==> config.mk <==
export PLATFORM = sky130hd
export DESIGN_NAME = cron_schedule_time_search_unit
export DESIGN_NICKNAME = d
export VERILOG_FILES = /design/src/crs_pkg.sv /design/src/crs_div.sv /design/src/crs_step.sv /design/src/cron_schedule_time_search_unit.sv
export SDC_FILE = /design/constraint.sdc
export NUM_CORES = 2
export LEC_CHECK = 0
export ABC_AREA = 0
export BUFFER_PORTS_ARGS = -buffer_cell sky130_fd_sc_hd__buf_4
export CAP_MARGIN = 20
export CORE_MARGIN = 5
export CORE_UTILIZATION = 58
export CTS_CLUSTER_DIAMETER = 200
export DETAILED_ROUTE_END_ITERATION = 10
export GPL_ROUTABILITY_DRIVEN = 0
export GPL_TIMING_DRIVEN = 1
export PLACE_DENSITY_LB_ADDON = 0.08
export SLEW_MARGIN = 15
export SYNTH_ARGS = -nofsm -noshare
export SYNTH_HDL_FRONTEND = slang
export SYNTH_SLANG_ARGS = --single-unit
==> constraint.sdc <==
create_clock -name i_clk -period 7.8 [get_ports i_clk]
set_input_delay 0.39 -clock i_clk [delete_from_list [all_inputs] [get_ports i_clk]]
set_output_delay 0.39 -clock i_clk [all_outputs]
set_load 0.02 [all_outputs]
==> src/crs_pkg.sv <==
package crs_pkg;

    localparam int TIME_W     = 40;
    localparam int YEAR_W     = 16;
    localparam int DAYS_W     = 26;
    localparam int SUB_W      = 41;
    localparam int CFG_IDX_W  = 3;
    localparam int CFG_DATA_W = 64;
    localparam int YEAR_SPAN  = 2;

    localparam logic [CFG_IDX_W-1:0] CFG_SECOND   = 3'd0;
    localparam logic [CFG_IDX_W-1:0] CFG_MINUTE   = 3'd1;
    localparam logic [CFG_IDX_W-1:0] CFG_HOUR     = 3'd2;
    localparam logic [CFG_IDX_W-1:0] CFG_DOM      = 3'd3;
    localparam logic [CFG_IDX_W-1:0] CFG_MONTH    = 3'd4;
    localparam logic [CFG_IDX_W-1:0] CFG_DOW      = 3'd5;
    localparam logic [CFG_IDX_W-1:0] CFG_DOM_STAR = 3'd6;
    localparam logic [CFG_IDX_W-1:0] CFG_DOW_STAR = 3'd7;

    localparam int OP_W = 3;
    localparam logic [OP_W-1:0] OP_SEC = 3'd0;
    localparam logic [OP_W-1:0] OP_MIN = 3'd1;
    localparam logic [OP_W-1:0] OP_HR  = 3'd2;
    localparam logic [OP_W-1:0] OP_DAY = 3'd3;
    localparam logic [OP_W-1:0] OP_MON = 3'd4;

    // seconds from 1 March of year 0 to the epoch, and per era, year and unit
    localparam logic [SUB_W-1:0] EPOCH_SEC = 41'd62162035200;
    localparam logic [SUB_W-1:0] ERA_SEC   = 41'd12622780800;
    localparam logic [SUB_W-1:0] YEAR_SEC  = 41'd31536000;
    localparam logic [SUB_W-1:0] LEAP_SEC  = 41'd31622400;
    localparam logic [SUB_W-1:0] DAY_SEC   = 41'd86400;
    localparam logic [SUB_W-1:0] HOUR_SEC  = 41'd3600;
    localparam logic [SUB_W-1:0] MIN_SEC   = 41'd60;

    // 1 March of year 0 is day -719468 and a Wednesday
    localparam logic signed [DAYS_W-1:0] ERA_BASE_DAYS = -26'sd719468;
    localparam logic [DAYS_W-1:0]        ERA_DAYS      = 26'd146097;
    localparam logic [2:0]               ERA_BASE_WDAY = 3'd3;

    typedef struct packed {
        logic [YEAR_W-1:0]        y;
        logic [1:0]               y4;
        logic [6:0]               y100;
        logic [8:0]               y400;
        logic [3:0]               mo;
        logic [4:0]               d;
        logic [4:0]               h;
        logic [5:0]               mi;
        logic [5:0]               se;
        logic signed [DAYS_W-1:0] days;
        logic [2:0]               w;
    } t_civil;

    typedef struct packed {
        logic [OP_W-1:0] op;
        logic            prev;
    } t_step_ctl;

    function automatic logic is_leap(input t_civil c);
        return (c.y4 == 2'd0 && c.y100 != 7'd0) || (c.y400 == 9'd0);
    endfunction

    function automatic t_civil year_inc(input t_civil c);
        t_civil r;
        r      = c;
        r.y    = c.y + 16'd1;
        r.y4   = c.y4 + 2'd1;
        r.y100 = (c.y100 == 7'd99) ? 7'd0 : c.y100 + 7'd1;
        r.y400 = (c.y400 == 9'd399) ? 9'd0 : c.y400 + 9'd1;
        return r;
    endfunction

    function automatic t_civil year_dec(input t_civil c);
        t_civil r;
        r      = c;
        r.y    = c.y - 16'd1;
        r.y4   = c.y4 - 2'd1;
        r.y100 = (c.y100 == 7'd0) ? 7'd99 : c.y100 - 7'd1;
        r.y400 = (c.y400 == 9'd0) ? 9'd399 : c.y400 - 9'd1;
        return r;
    endfunction

    function automatic logic [4:0] month_days(input logic leap, input logic [3:0] mo);
        logic [4:0] r;
        r = 5'd31;
        if (mo == 4'd2) begin
            r = leap ? 5'd29 : 5'd28;
        end else if (mo == 4'd4 || mo == 4'd6 || mo == 4'd9 || mo == 4'd11) begin
            r = 5'd30;
        end
        return r;
    endfunction

    function automatic logic [SUB_W-1:0] month_sec(input logic [4:0] n);
        logic [SUB_W-1:0] r;
        r = 41'd2678400;
        if (n == 5'd28) begin
            r = 41'd2419200;
        end else if (n == 5'd29) begin
            r = 41'd2505600;
        end else if (n == 5'd30) begin
            r = 41'd2592000;
        end
        return r;
    endfunction

    function automatic logic [2:0] mod7(input logic [5:0] v);
        logic [5:0] r;
        r = v;
        if (r >= 6'd56) r = r - 6'd56;
        if (r >= 6'd28) r = r - 6'd28;
        if (r >= 6'd14) r = r - 6'd14;
        if (r >= 6'd7)  r = r - 6'd7;
        return r[2:0];
    endfunction

endpackage

==> src/crs_div.sv <==
module crs_div
    import crs_pkg::*;
(
    input  logic [SUB_W-1:0] i_num,
    input  logic [SUB_W-1:0] i_den,
    output logic             o_ge,
    output logic [SUB_W-1:0] o_diff
);

    // one step of division by repeated subtraction
    assign o_ge   = i_num >= i_den;
    assign o_diff = i_num - i_den;

endmodule

==> src/crs_step.sv <==
module crs_step
    import crs_pkg::*;
(
    input  t_civil    i_civ,
    input  t_step_ctl i_ctl,
    output t_civil    o_civ,
    output logic      o_restart
);

    t_civil     c;
    logic       lp;
    logic [4:0] dm;
    logic [4:0] dprev;
    logic       cm;
    logic       ch;
    logic       cd;
    logic       cmo;
    logic       mwrap;
    logic [5:0] delta;

    always_comb begin
        c     = i_civ;
        lp    = is_leap(i_civ);
        dm    = month_days(lp, i_civ.mo);
        dprev = month_days(lp, i_civ.mo - 4'd1);
        cm    = 1'b0;
        ch    = 1'b0;
        cd    = 1'b0;
        cmo   = 1'b0;
        mwrap = 1'b0;
        delta = {1'b0, dm} - {1'b0, i_civ.d} + 6'd1;
        if (!i_ctl.prev) begin
            unique case (i_ctl.op)
                OP_SEC: begin
                    cm   = i_civ.se == 6'd59;
                    c.se = cm ? 6'd0 : i_civ.se + 6'd1;
                end
                OP_MIN: begin
                    c.se = 6'd0;
                    cm   = 1'b1;
                end
                OP_HR: begin
                    c.mi = 6'd0;
                    c.se = 6'd0;
                    ch   = 1'b1;
                end
                OP_DAY: begin
                    c.h  = 5'd0;
                    c.mi = 6'd0;
                    c.se = 6'd0;
                    cd   = 1'b1;
                end
                OP_MON: begin
                    // jump to the first of the next month
                    c.days = i_civ.days + {{(DAYS_W-6){1'b0}}, delta};
                    c.w    = mod7({3'd0, i_civ.w} + delta);
                    c.d    = 5'd1;
                    c.h    = 5'd0;
                    c.mi   = 6'd0;
                    c.se   = 6'd0;
                    mwrap  = i_civ.mo == 4'd12;
                    if (mwrap) begin
                        c.mo = 4'd1;
                        c    = year_inc(c);
                    end else begin
                        c.mo = i_civ.mo + 4'd1;
                    end
                end
                default: ;
            endcase
            if (cm) begin
                ch   = i_civ.mi == 6'd59;
                c.mi = ch ? 6'd0 : i_civ.mi + 6'd1;
            end
            if (ch) begin
                cd  = i_civ.h == 5'd23;
                c.h = cd ? 5'd0 : i_civ.h + 5'd1;
            end
            if (cd) begin
                c.days = i_civ.days + 26'sd1;
                c.w    = (i_civ.w == 3'd6) ? 3'd0 : i_civ.w + 3'd1;
                cmo    = i_civ.d >= dm;
                if (cmo) begin
                    c.d = 5'd1;
                    if (i_civ.mo == 4'd12) begin
                        c.mo = 4'd1;
                        c    = year_inc(c);
                    end else begin
                        c.mo = i_civ.mo + 4'd1;
                    end
                end else begin
                    c.d = i_civ.d + 5'd1;
                end
            end
        end else begin
            unique case (i_ctl.op)
                OP_SEC: begin
                    cm   = i_civ.se == 6'd0;
                    c.se = cm ? 6'd59 : i_civ.se - 6'd1;
                end
                OP_MIN: begin
                    c.se = 6'd59;
                    cm   = 1'b1;
                end
                OP_HR: begin
                    c.mi = 6'd59;
                    c.se = 6'd59;
                    ch   = 1'b1;
                end
                OP_DAY: begin
                    c.h  = 5'd23;
                    c.mi = 6'd59;
                    c.se = 6'd59;
                    cd   = 1'b1;
                end
                OP_MON: begin
                    // drop back to the last day of the previous month
                    c.days = i_civ.days - {{(DAYS_W-5){1'b0}}, i_civ.d};
                    c.w    = mod7(6'd35 - {1'b0, i_civ.d} + {3'd0, i_civ.w});
                    c.h    = 5'd23;
                    c.mi   = 6'd59;
                    c.se   = 6'd59;
                    mwrap  = i_civ.mo == 4'd1;
                    if (mwrap) begin
                        c.mo = 4'd12;
                        c.d  = 5'd31;
                        c    = year_dec(c);
                    end else begin
                        c.mo = i_civ.mo - 4'd1;
                        c.d  = dprev;
                    end
                end
                default: ;
            endcase
            if (cm) begin
                ch   = i_civ.mi == 6'd0;
                c.mi = ch ? 6'd59 : i_civ.mi - 6'd1;
            end
            if (ch) begin
                cd  = i_civ.h == 5'd0;
                c.h = cd ? 5'd23 : i_civ.h - 5'd1;
            end
            if (cd) begin
                c.days = i_civ.days - 26'sd1;
                c.w    = (i_civ.w == 3'd0) ? 3'd6 : i_civ.w - 3'd1;
                cmo    = i_civ.d <= 5'd1;
                if (cmo) begin
                    if (i_civ.mo == 4'd1) begin
                        c.mo = 4'd12;
                        c.d  = 5'd31;
                        c    = year_dec(c);
                    end else begin
                        c.mo = i_civ.mo - 4'd1;
                        c.d  = dprev;
                    end
                end else begin
                    c.d = i_civ.d - 5'd1;
                end
            end
        end
    end

    always_comb begin
        unique case (i_ctl.op)
            OP_SEC:  o_restart = cm;
            OP_MIN:  o_restart = ch;
            OP_HR:   o_restart = cd;
            OP_DAY:  o_restart = cmo;
            OP_MON:  o_restart = mwrap;
            default: o_restart = 1'b0;
        endcase
    end

    assign o_civ = c;

endmodule

==> src/cron_schedule_time_search_unit.sv <==
// Channel  Direction  Handshake                Word
// in       input      i_in_valid/o_in_stall    i_kind, i_time_in
// out      output     o_out_valid/i_out_stall  o_found, o_time_out
// cfg      input      i_cfg_valid/o_cfg_ready  i_cfg_index, i_cfg_data
//
// One search at a time. Conversion peels off eras, years, months, days, hours and
// minutes through one shared compare-and-subtract unit, one step a cycle: at most
// 92 eras, 399 years, 11 months, 30 days, 23 hours and 59 minutes, each with an exit.
// The search then makes one field check or step a cycle, so a day scan steps one day
// at a time; S_MUL and S_SUM build the result, and S_DONE hands it over.
// Reset is synchronous and clears the mask registers and the control state.
// A finished word waits in the output register; a new word is taken meanwhile.
module cron_schedule_time_search_unit
    import crs_pkg::*;
(
    input  logic                  i_clk,
    input  logic                  i_rst_n,
    input  logic                  i_in_valid,
    output logic                  o_in_stall,
    input  logic                  i_kind,
    input  logic [TIME_W-1:0]     i_time_in,
    output logic                  o_out_valid,
    input  logic                  i_out_stall,
    output logic                  o_found,
    output logic [TIME_W-1:0]     o_time_out,
    input  logic                  i_cfg_valid,
    output logic                  o_cfg_ready,
    input  logic [CFG_IDX_W-1:0]  i_cfg_index,
    input  logic [CFG_DATA_W-1:0] i_cfg_data
);

    localparam logic [4:0] S_IDLE  = 5'd0;
    localparam logic [4:0] S_ERA   = 5'd1;
    localparam logic [4:0] S_YEAR  = 5'd2;
    localparam logic [4:0] S_MONTH = 5'd3;
    localparam logic [4:0] S_DAYS  = 5'd4;
    localparam logic [4:0] S_HRS   = 5'd5;
    localparam logic [4:0] S_MINS  = 5'd6;
    localparam logic [4:0] S_PREP  = 5'd7;
    localparam logic [4:0] S_LIM   = 5'd8;
    localparam logic [4:0] S_MON   = 5'd9;
    localparam logic [4:0] S_DAY   = 5'd10;
    localparam logic [4:0] S_HR    = 5'd11;
    localparam logic [4:0] S_MIN   = 5'd12;
    localparam logic [4:0] S_SEC   = 5'd13;
    localparam logic [4:0] S_MUL   = 5'd14;
    localparam logic [4:0] S_SUM   = 5'd15;
    localparam logic [4:0] S_DONE  = 5'd16;

    logic [59:0] r_sec_mask;
    logic [59:0] r_min_mask;
    logic [23:0] r_hr_mask;
    logic [31:0] r_dom_mask;
    logic [12:0] r_mon_mask;
    logic [6:0]  r_dow_mask;
    logic        r_dom_star;
    logic        r_dow_star;

    logic [4:0]        r_state, n_state;
    logic [SUB_W-1:0]  r_z, n_z;
    logic              r_prev, n_prev;
    t_civil            r_civ, n_civ;
    logic [YEAR_W-1:0] r_lim, n_lim;
    logic [41:0]       r_prod, n_prod;
    logic [16:0]       r_tod, n_tod;
    logic              r_found, n_found;
    logic [TIME_W-1:0] r_tout, n_tout;
    logic              r_out_valid, n_out_valid;
    logic              r_out_found, n_out_found;
    logic [TIME_W-1:0] r_out_time, n_out_time;

    logic [SUB_W-1:0] sub_den;
    logic             sub_ge;
    logic [SUB_W-1:0] sub_diff;

    t_step_ctl step_ctl;
    t_civil    step_civ;
    logic      step_restart;

    t_civil    civ_next_yr;
    logic       ny_leap;
    logic [8:0] ylen;
    logic [4:0] mlen;
    logic       day_a;
    logic       day_b;
    logic       day_hit;
    logic [41:0] t_sum;

    crs_div u_div (
        .i_num  (r_z),
        .i_den  (sub_den),
        .o_ge   (sub_ge),
        .o_diff (sub_diff)
    );

    crs_step u_step (
        .i_civ     (r_civ),
        .i_ctl     (step_ctl),
        .o_civ     (step_civ),
        .o_restart (step_restart)
    );

    always_comb begin
        unique case (r_state)
            S_ERA:   sub_den = ERA_SEC;
            S_YEAR:  sub_den = ny_leap ? LEAP_SEC : YEAR_SEC;
            S_MONTH: sub_den = month_sec(mlen);
            S_DAYS:  sub_den = DAY_SEC;
            S_HRS:   sub_den = HOUR_SEC;
            default: sub_den = MIN_SEC;
        endcase
    end

    always_comb begin
        unique case (r_state)
            S_MON:   step_ctl.op = OP_MON;
            S_DAY:   step_ctl.op = OP_DAY;
            S_HR:    step_ctl.op = OP_HR;
            S_MIN:   step_ctl.op = OP_MIN;
            default: step_ctl.op = OP_SEC;
        endcase
        step_ctl.prev = r_prev;
    end

    // civil year of Jan/Feb in a March-based year is the following one
    assign civ_next_yr = year_inc(r_civ);
    assign ny_leap = is_leap(civ_next_yr);
    assign ylen    = ny_leap ? 9'd366 : 9'd365;
    assign mlen    = month_days(ny_leap, r_civ.mo);
    assign day_a   = r_dom_mask[r_civ.d];
    assign day_b   = r_dow_mask[r_civ.w];
    assign day_hit = (r_dom_star || r_dow_star) ? (day_a && day_b) : (day_a || day_b);
    assign t_sum   = r_prod + {25'd0, r_tod};

    always_comb begin
        n_state     = r_state;
        n_z         = r_z;
        n_prev      = r_prev;
        n_civ       = r_civ;
        n_lim       = r_lim;
        n_prod      = r_prod;
        n_tod       = r_tod;
        n_found     = r_found;
        n_tout      = r_tout;
        n_out_valid = r_out_valid && i_out_stall;
        n_out_found = r_out_found;
        n_out_time  = r_out_time;
        unique case (r_state)
            S_IDLE: begin
                if (i_in_valid) begin
                    n_z        = {1'b0, i_time_in} + EPOCH_SEC;
                    n_prev     = i_kind;
                    n_civ      = '0;
                    n_civ.mo   = 4'd3;
                    n_civ.d    = 5'd1;
                    n_civ.days = ERA_BASE_DAYS;
                    n_civ.w    = ERA_BASE_WDAY;
                    n_state    = S_ERA;
                end
            end
            S_ERA: begin
                if (sub_ge) begin
                    n_z        = sub_diff;
                    n_civ.y    = r_civ.y + 16'd400;
                    n_civ.days = r_civ.days + ERA_DAYS;
                end else begin
                    n_state = S_YEAR;
                end
            end
            S_YEAR: begin
                if (sub_ge) begin
                    n_z        = sub_diff;
                    n_civ      = civ_next_yr;
                    n_civ.days = r_civ.days + {{(DAYS_W-9){1'b0}}, ylen};
                    n_civ.w    = mod7({3'd0, r_civ.w} + (ny_leap ? 6'd2 : 6'd1));
                end else begin
                    n_state = S_MONTH;
                end
            end
            S_MONTH: begin
                if (sub_ge) begin
                    n_z        = sub_diff;
                    n_civ.mo   = (r_civ.mo == 4'd12) ? 4'd1 : r_civ.mo + 4'd1;
                    n_civ.days = r_civ.days + {{(DAYS_W-5){1'b0}}, mlen};
                    n_civ.w    = mod7({3'd0, r_civ.w} + {1'b0, mlen} - 6'd28);
                end else begin
                    if (r_civ.mo <= 4'd2) begin
                        n_civ = civ_next_yr;
                    end
                    n_state = S_DAYS;
                end
            end
            S_DAYS: begin
                if (sub_ge) begin
                    n_z        = sub_diff;
                    n_civ.d    = r_civ.d + 5'd1;
                    n_civ.days = r_civ.days + 26'sd1;
                    n_civ.w    = (r_civ.w == 3'd6) ? 3'd0 : r_civ.w + 3'd1;
                end else begin
                    n_state = S_HRS;
                end
            end
            S_HRS: begin
                if (sub_ge) begin
                    n_z     = sub_diff;
                    n_civ.h = r_civ.h + 5'd1;
                end else begin
                    n_state = S_MINS;
                end
            end
            S_MINS: begin
                if (sub_ge) begin
                    n_z      = sub_diff;
                    n_civ.mi = r_civ.mi + 6'd1;
                end else begin
                    n_civ.se = r_z[5:0];
                    n_state  = S_PREP;
                end
            end
            S_PREP: begin
                n_lim   = r_prev ? r_civ.y - 16'(YEAR_SPAN) : r_civ.y + 16'(YEAR_SPAN);
                n_state = S_LIM;
                if (r_sec_mask == '0 || r_min_mask == '0 || r_hr_mask == '0 ||
                    r_mon_mask[12:1] == '0) begin
                    n_found = 1'b0;
                    n_tout  = '0;
                    n_state = S_DONE;
                end
            end
            S_LIM: begin
                if (r_prev ? (r_civ.y < r_lim) : (r_civ.y > r_lim)) begin
                    n_found = 1'b0;
                    n_tout  = '0;
                    n_state = S_DONE;
                end else begin
                    n_state = S_MON;
                end
            end
            S_MON, S_DAY, S_HR, S_MIN, S_SEC: begin
                if ((r_state == S_MON && r_mon_mask[r_civ.mo]) ||
                    (r_state == S_DAY && day_hit) ||
                    (r_state == S_HR  && r_hr_mask[r_civ.h]) ||
                    (r_state == S_MIN && r_min_mask[r_civ.mi]) ||
                    (r_state == S_SEC && r_sec_mask[r_civ.se])) begin
                    n_state = r_state + 5'd1;
                end else begin
                    n_civ = step_civ;
                    if (step_restart) begin
                        n_state = S_LIM;
                    end
                end
            end
            S_MUL: begin
                n_prod  = {17'd0, r_civ.days[24:0]} * 42'd86400;
                n_tod   = {12'd0, r_civ.h} * 17'd3600 + {11'd0, r_civ.mi} * 17'd60
                        + {11'd0, r_civ.se};
                n_state = S_SUM;
                if (r_civ.days[DAYS_W-1]) begin
                    n_found = 1'b0;
                    n_tout  = '0;
                    n_state = S_DONE;
                end
            end
            S_SUM: begin
                n_state = S_DONE;
                if (t_sum[41:40] != 2'd0) begin
                    n_found = 1'b0;
                    n_tout  = '0;
                end else begin
                    n_found = 1'b1;
                    n_tout  = t_sum[TIME_W-1:0];
                end
            end
            S_DONE: begin
                // hold until the output register is free
                if (!r_out_valid || !i_out_stall) begin
                    n_out_valid = 1'b1;
                    n_out_found = r_found;
                    n_out_time  = r_tout;
                    n_state     = S_IDLE;
                end
            end
            default: n_state = S_IDLE;
        endcase
    end

    always_ff @(posedge i_clk) begin
        if (!i_rst_n) begin
            r_state     <= S_IDLE;
            r_out_valid <= 1'b0;
        end else begin
            r_state     <= n_state;
            r_out_valid <= n_out_valid;
        end
    end

    always_ff @(posedge i_clk) begin
        r_z        <= n_z;
        r_prev     <= n_prev;
        r_civ      <= n_civ;
        r_lim      <= n_lim;
        r_prod     <= n_prod;
        r_tod      <= n_tod;
        r_found    <= n_found;
        r_tout     <= n_tout;
        r_out_found <= n_out_found;
        r_out_time <= n_out_time;
    end

    always_ff @(posedge i_clk) begin
        if (!i_rst_n) begin
            r_sec_mask <= '0;
            r_min_mask <= '0;
            r_hr_mask  <= '0;
            r_dom_mask <= '0;
            r_mon_mask <= '0;
            r_dow_mask <= '0;
            r_dom_star <= 1'b0;
            r_dow_star <= 1'b0;
        end else if (i_cfg_valid) begin
            unique case (i_cfg_index)
                CFG_SECOND:   r_sec_mask <= i_cfg_data[59:0];
                CFG_MINUTE:   r_min_mask <= i_cfg_data[59:0];
                CFG_HOUR:     r_hr_mask  <= i_cfg_data[23:0];
                CFG_DOM:      r_dom_mask <= i_cfg_data[31:0];
                CFG_MONTH:    r_mon_mask <= i_cfg_data[12:0];
                CFG_DOW:      r_dow_mask <= i_cfg_data[6:0];
                CFG_DOM_STAR: r_dom_star <= i_cfg_data[0];
                CFG_DOW_STAR: r_dow_star <= i_cfg_data[0];
                default: ;
            endcase
        end
    end

    assign o_in_stall  = r_state != S_IDLE;
    assign o_out_valid = r_out_valid;
    assign o_found     = r_out_found;
    assign o_time_out  = r_out_time;
    assign o_cfg_ready = 1'b1;

endmodule

==> qor.yml <==
viasPerCell: 6.17
reg2reg_slack_ns: 0.37
synth_cells: 4628
grt_max_degree: 123
clock-root-buffer: "clkbuf_16"
dieArea_um2: 74500
drc: 0
antenna_found_initial: 0
yosys_most_used_dff: "edfxtp_1"
fin_crit_sh_pct: 95.3
status: "complete, no violations"
fin_tns_setup_ns: 0
fin_nets: 5276
drt_iter0_markers: 3445
cap_violations: 0
initial_utilization_pct: 58.5
startpoint_type: "flip-flop"
vias: 35200
fin_worst_skew_ns: 0.0545
max_stage_delay_ns: 0.48
final_cell_mix: "633 x nand2_1, 374 x inv_1, 354 x ha_1, 306 x nor2_1, 281 x edfxtp_1"
syn_to_final_growth_pct: 10.8
dr.pass1.iters: 6
overflow: 0
syn_area_um2: 40100
critical_path_class: "flip-flop to flip-flop"
seq_area_frac_synth_pct: 31.2
syn_avg_cell_area_um2: 8.66
cts_tree: "done"
layout-drive-gt1-share_pct: 9.35
numCtsBuffers: 55
crit_path_end_kind: "flip-flop"
postPlaceCellArea_um2: 42100
async_reset_ff_share_pct: 0
n_antenna_cell: 0
layout_commonest_cell: "nand2_1"
fmaxAchievable_mhz: 135
whs_ns: 0.0132
htreeDepth: 2
grt_pass1_vias: 33600
cts.path.max_buffers: 3
finalHoldViolCount: 0
ys_warn_count: 0
yosysUniqueCellTypes: 94
die_h_um: 273
core-area_um2: 68600
setup_viol: 0
maxSlewViolCount: 0
cp_common_cell: "ha_1"
ios: 157
grt_usage_pct: 29.2
antenna_left: 0
hpwl_um: 82400
clock-sinks: 485
slew_headroom_pct: 27.2
fin_crit_ns: 7.43
worstPathRequired_ns: 8.19
synth_edf_count: 281
die_w_um: 273
routed_wl_um: 113000
fin_area_um2: 44400
ys_seq_elements: 485
tightestPinTransition_ns: 1.08
critPathArrivalTime_ns: 7.82
syn_nets: 5179
hold_path.class: "input pin to flip-flop"
fillers: 5917
crit_slowest_cell: "fa_1"
num_rows: 96
drt-wirelength-per-cell_um: 19.8
port_buffers: 151
cp_max_fo: 6
path_clk_slew_ns: 0.06
grt_pass1_wl_um: 178000
clock_latency_ns: 0.67
-- layout make-up --
class / count / area [um^2] / share of cell area (%)
multi-input combinational: 3542 / 25400 / 57.1
clock inverter: 31 / 297 / 0.667
clock buffer: 73 / 1580 / 3.54
inverter: 379 / 1420 / 3.20
sequential: 485 / 12500 / 28.2
timing repair buffer: 262 / 2080 / 4.67
tap: 931 / 1160 / 2.62
-- flip-flops by register name, indices dropped and copies added (netlist names), 5 cells and up --
signal	flops
r_z	41
r_prod	35
r_mon_mask	13
r_min_mask	60
r_lim	16
r_dom_mask	32
r_dow_mask	7
r_civ	34
r_tout	40
r_hr_mask	24
o_time_out	40
civ_next_yr	55
r_tod	17
r_sec_mask	60
r_state	5
-- per-layer routing --
metal	global-route usage [%]	share of wire [%]	vias to the layer above
met3	3.47	6.9	264
met2	49.5	48	1358
met1	38.4	42	16800
met5	0	0	-
met4	11.4	4.0	0
li1	-	-	16700
-- synth_stat cells (all sizes together) (36+ instances only) --
| library cell | count | area, um^2 |
|---|---|---|
| fa | 84 | 1680 |
| a21oi | 268 | 1350 |
| nand3 | 117 | 586 |
| dfxtp | 204 | 4080 |
| xnor2 | 193 | 1690 |
| inv | 376 | 1410 |
| nand4 | 50 | 313 |
| nor4 | 59 | 369 |
| a31oi | 39 | 244 |
| buf | 36 | 174 |
| o21ai | 228 | 1140 |
| nor2 | 308 | 1160 |
| and3 | 51 | 319 |
| nor3 | 95 | 485 |
| edfxtp | 281 | 8440 |
| nor2b | 43 | 269 |
| a21o | 49 | 368 |
| mux2i | 43 | 430 |
| clkbuf | 186 | 698 |
| ha | 354 | 4430 |
| mux4 | 50 | 1130 |
| xor2 | 97 | 850 |
| nand2 | 635 | 2380 |
| o211ai | 38 | 285 |
| a21boi | 207 | 1550 |
-- worst paths after layout --
check                           depth (start not counted)        endpoint           start
worst max-delay path                                   31  civ_next_yr[0]       r_civ[55]
worst min-delay path                                    3  r_min_mask[58]  i_cfg_data[58]
worst max register to register                         31  civ_next_yr[0]       r_civ[55]
worst min register to register                          0  o_time_out[29]      r_tout[29]
-- cell families (layout without fill, tap and decap cells) --
group,after synthesis,in the layout,share of synthesized area [%]
simple gates,1555,1555,18.2
compound gates,1157,1157,19.1
xor+xnor,290,290,6.33
mux,101,101,4.11
fa+ha+maj,438,438,15.2
buf+inv,601,745,5.72
other cells,1,1,0.00935
flops,485,485,31.2
-- critical path, delay by kind of cell, from the launching register on --
family,cells,cell delay [ns]
AOI/OAI and AO/OA,8,1.75
xor gates and xnor gates,2,0.37
adders and majority gates,8,2.03
buffers and inverters,3,0.28
DFF,1,0.46
muxes,1,0.10
and+or+nand+nor,9,2.19
-- metrics by stage --
stage | setup WS, ns | util (%) | std cells
after floorplan | 0.0985 | - | 4628
after global placement | 0.400 | 61.4 | 5554
after detailed placement | 0.164 | 61.4 | 5555
after CTS | 0.135 | 64.7 | 5695
after global routing | -0.0171 | 64.8 | 5703
final | 0.368 | 64.8 | 5703
-- timing repair --
item,CTS,global route
hold endpoints to repair,62,0
buffers inserted,0,7
gates resized for setup,0,3
endpoints found under the setup margin,0,2
hold buffers,36,0
Power is not shown: default switching activity piles up to over one toggle a cycle in this logic, so the estimate is an artifact.
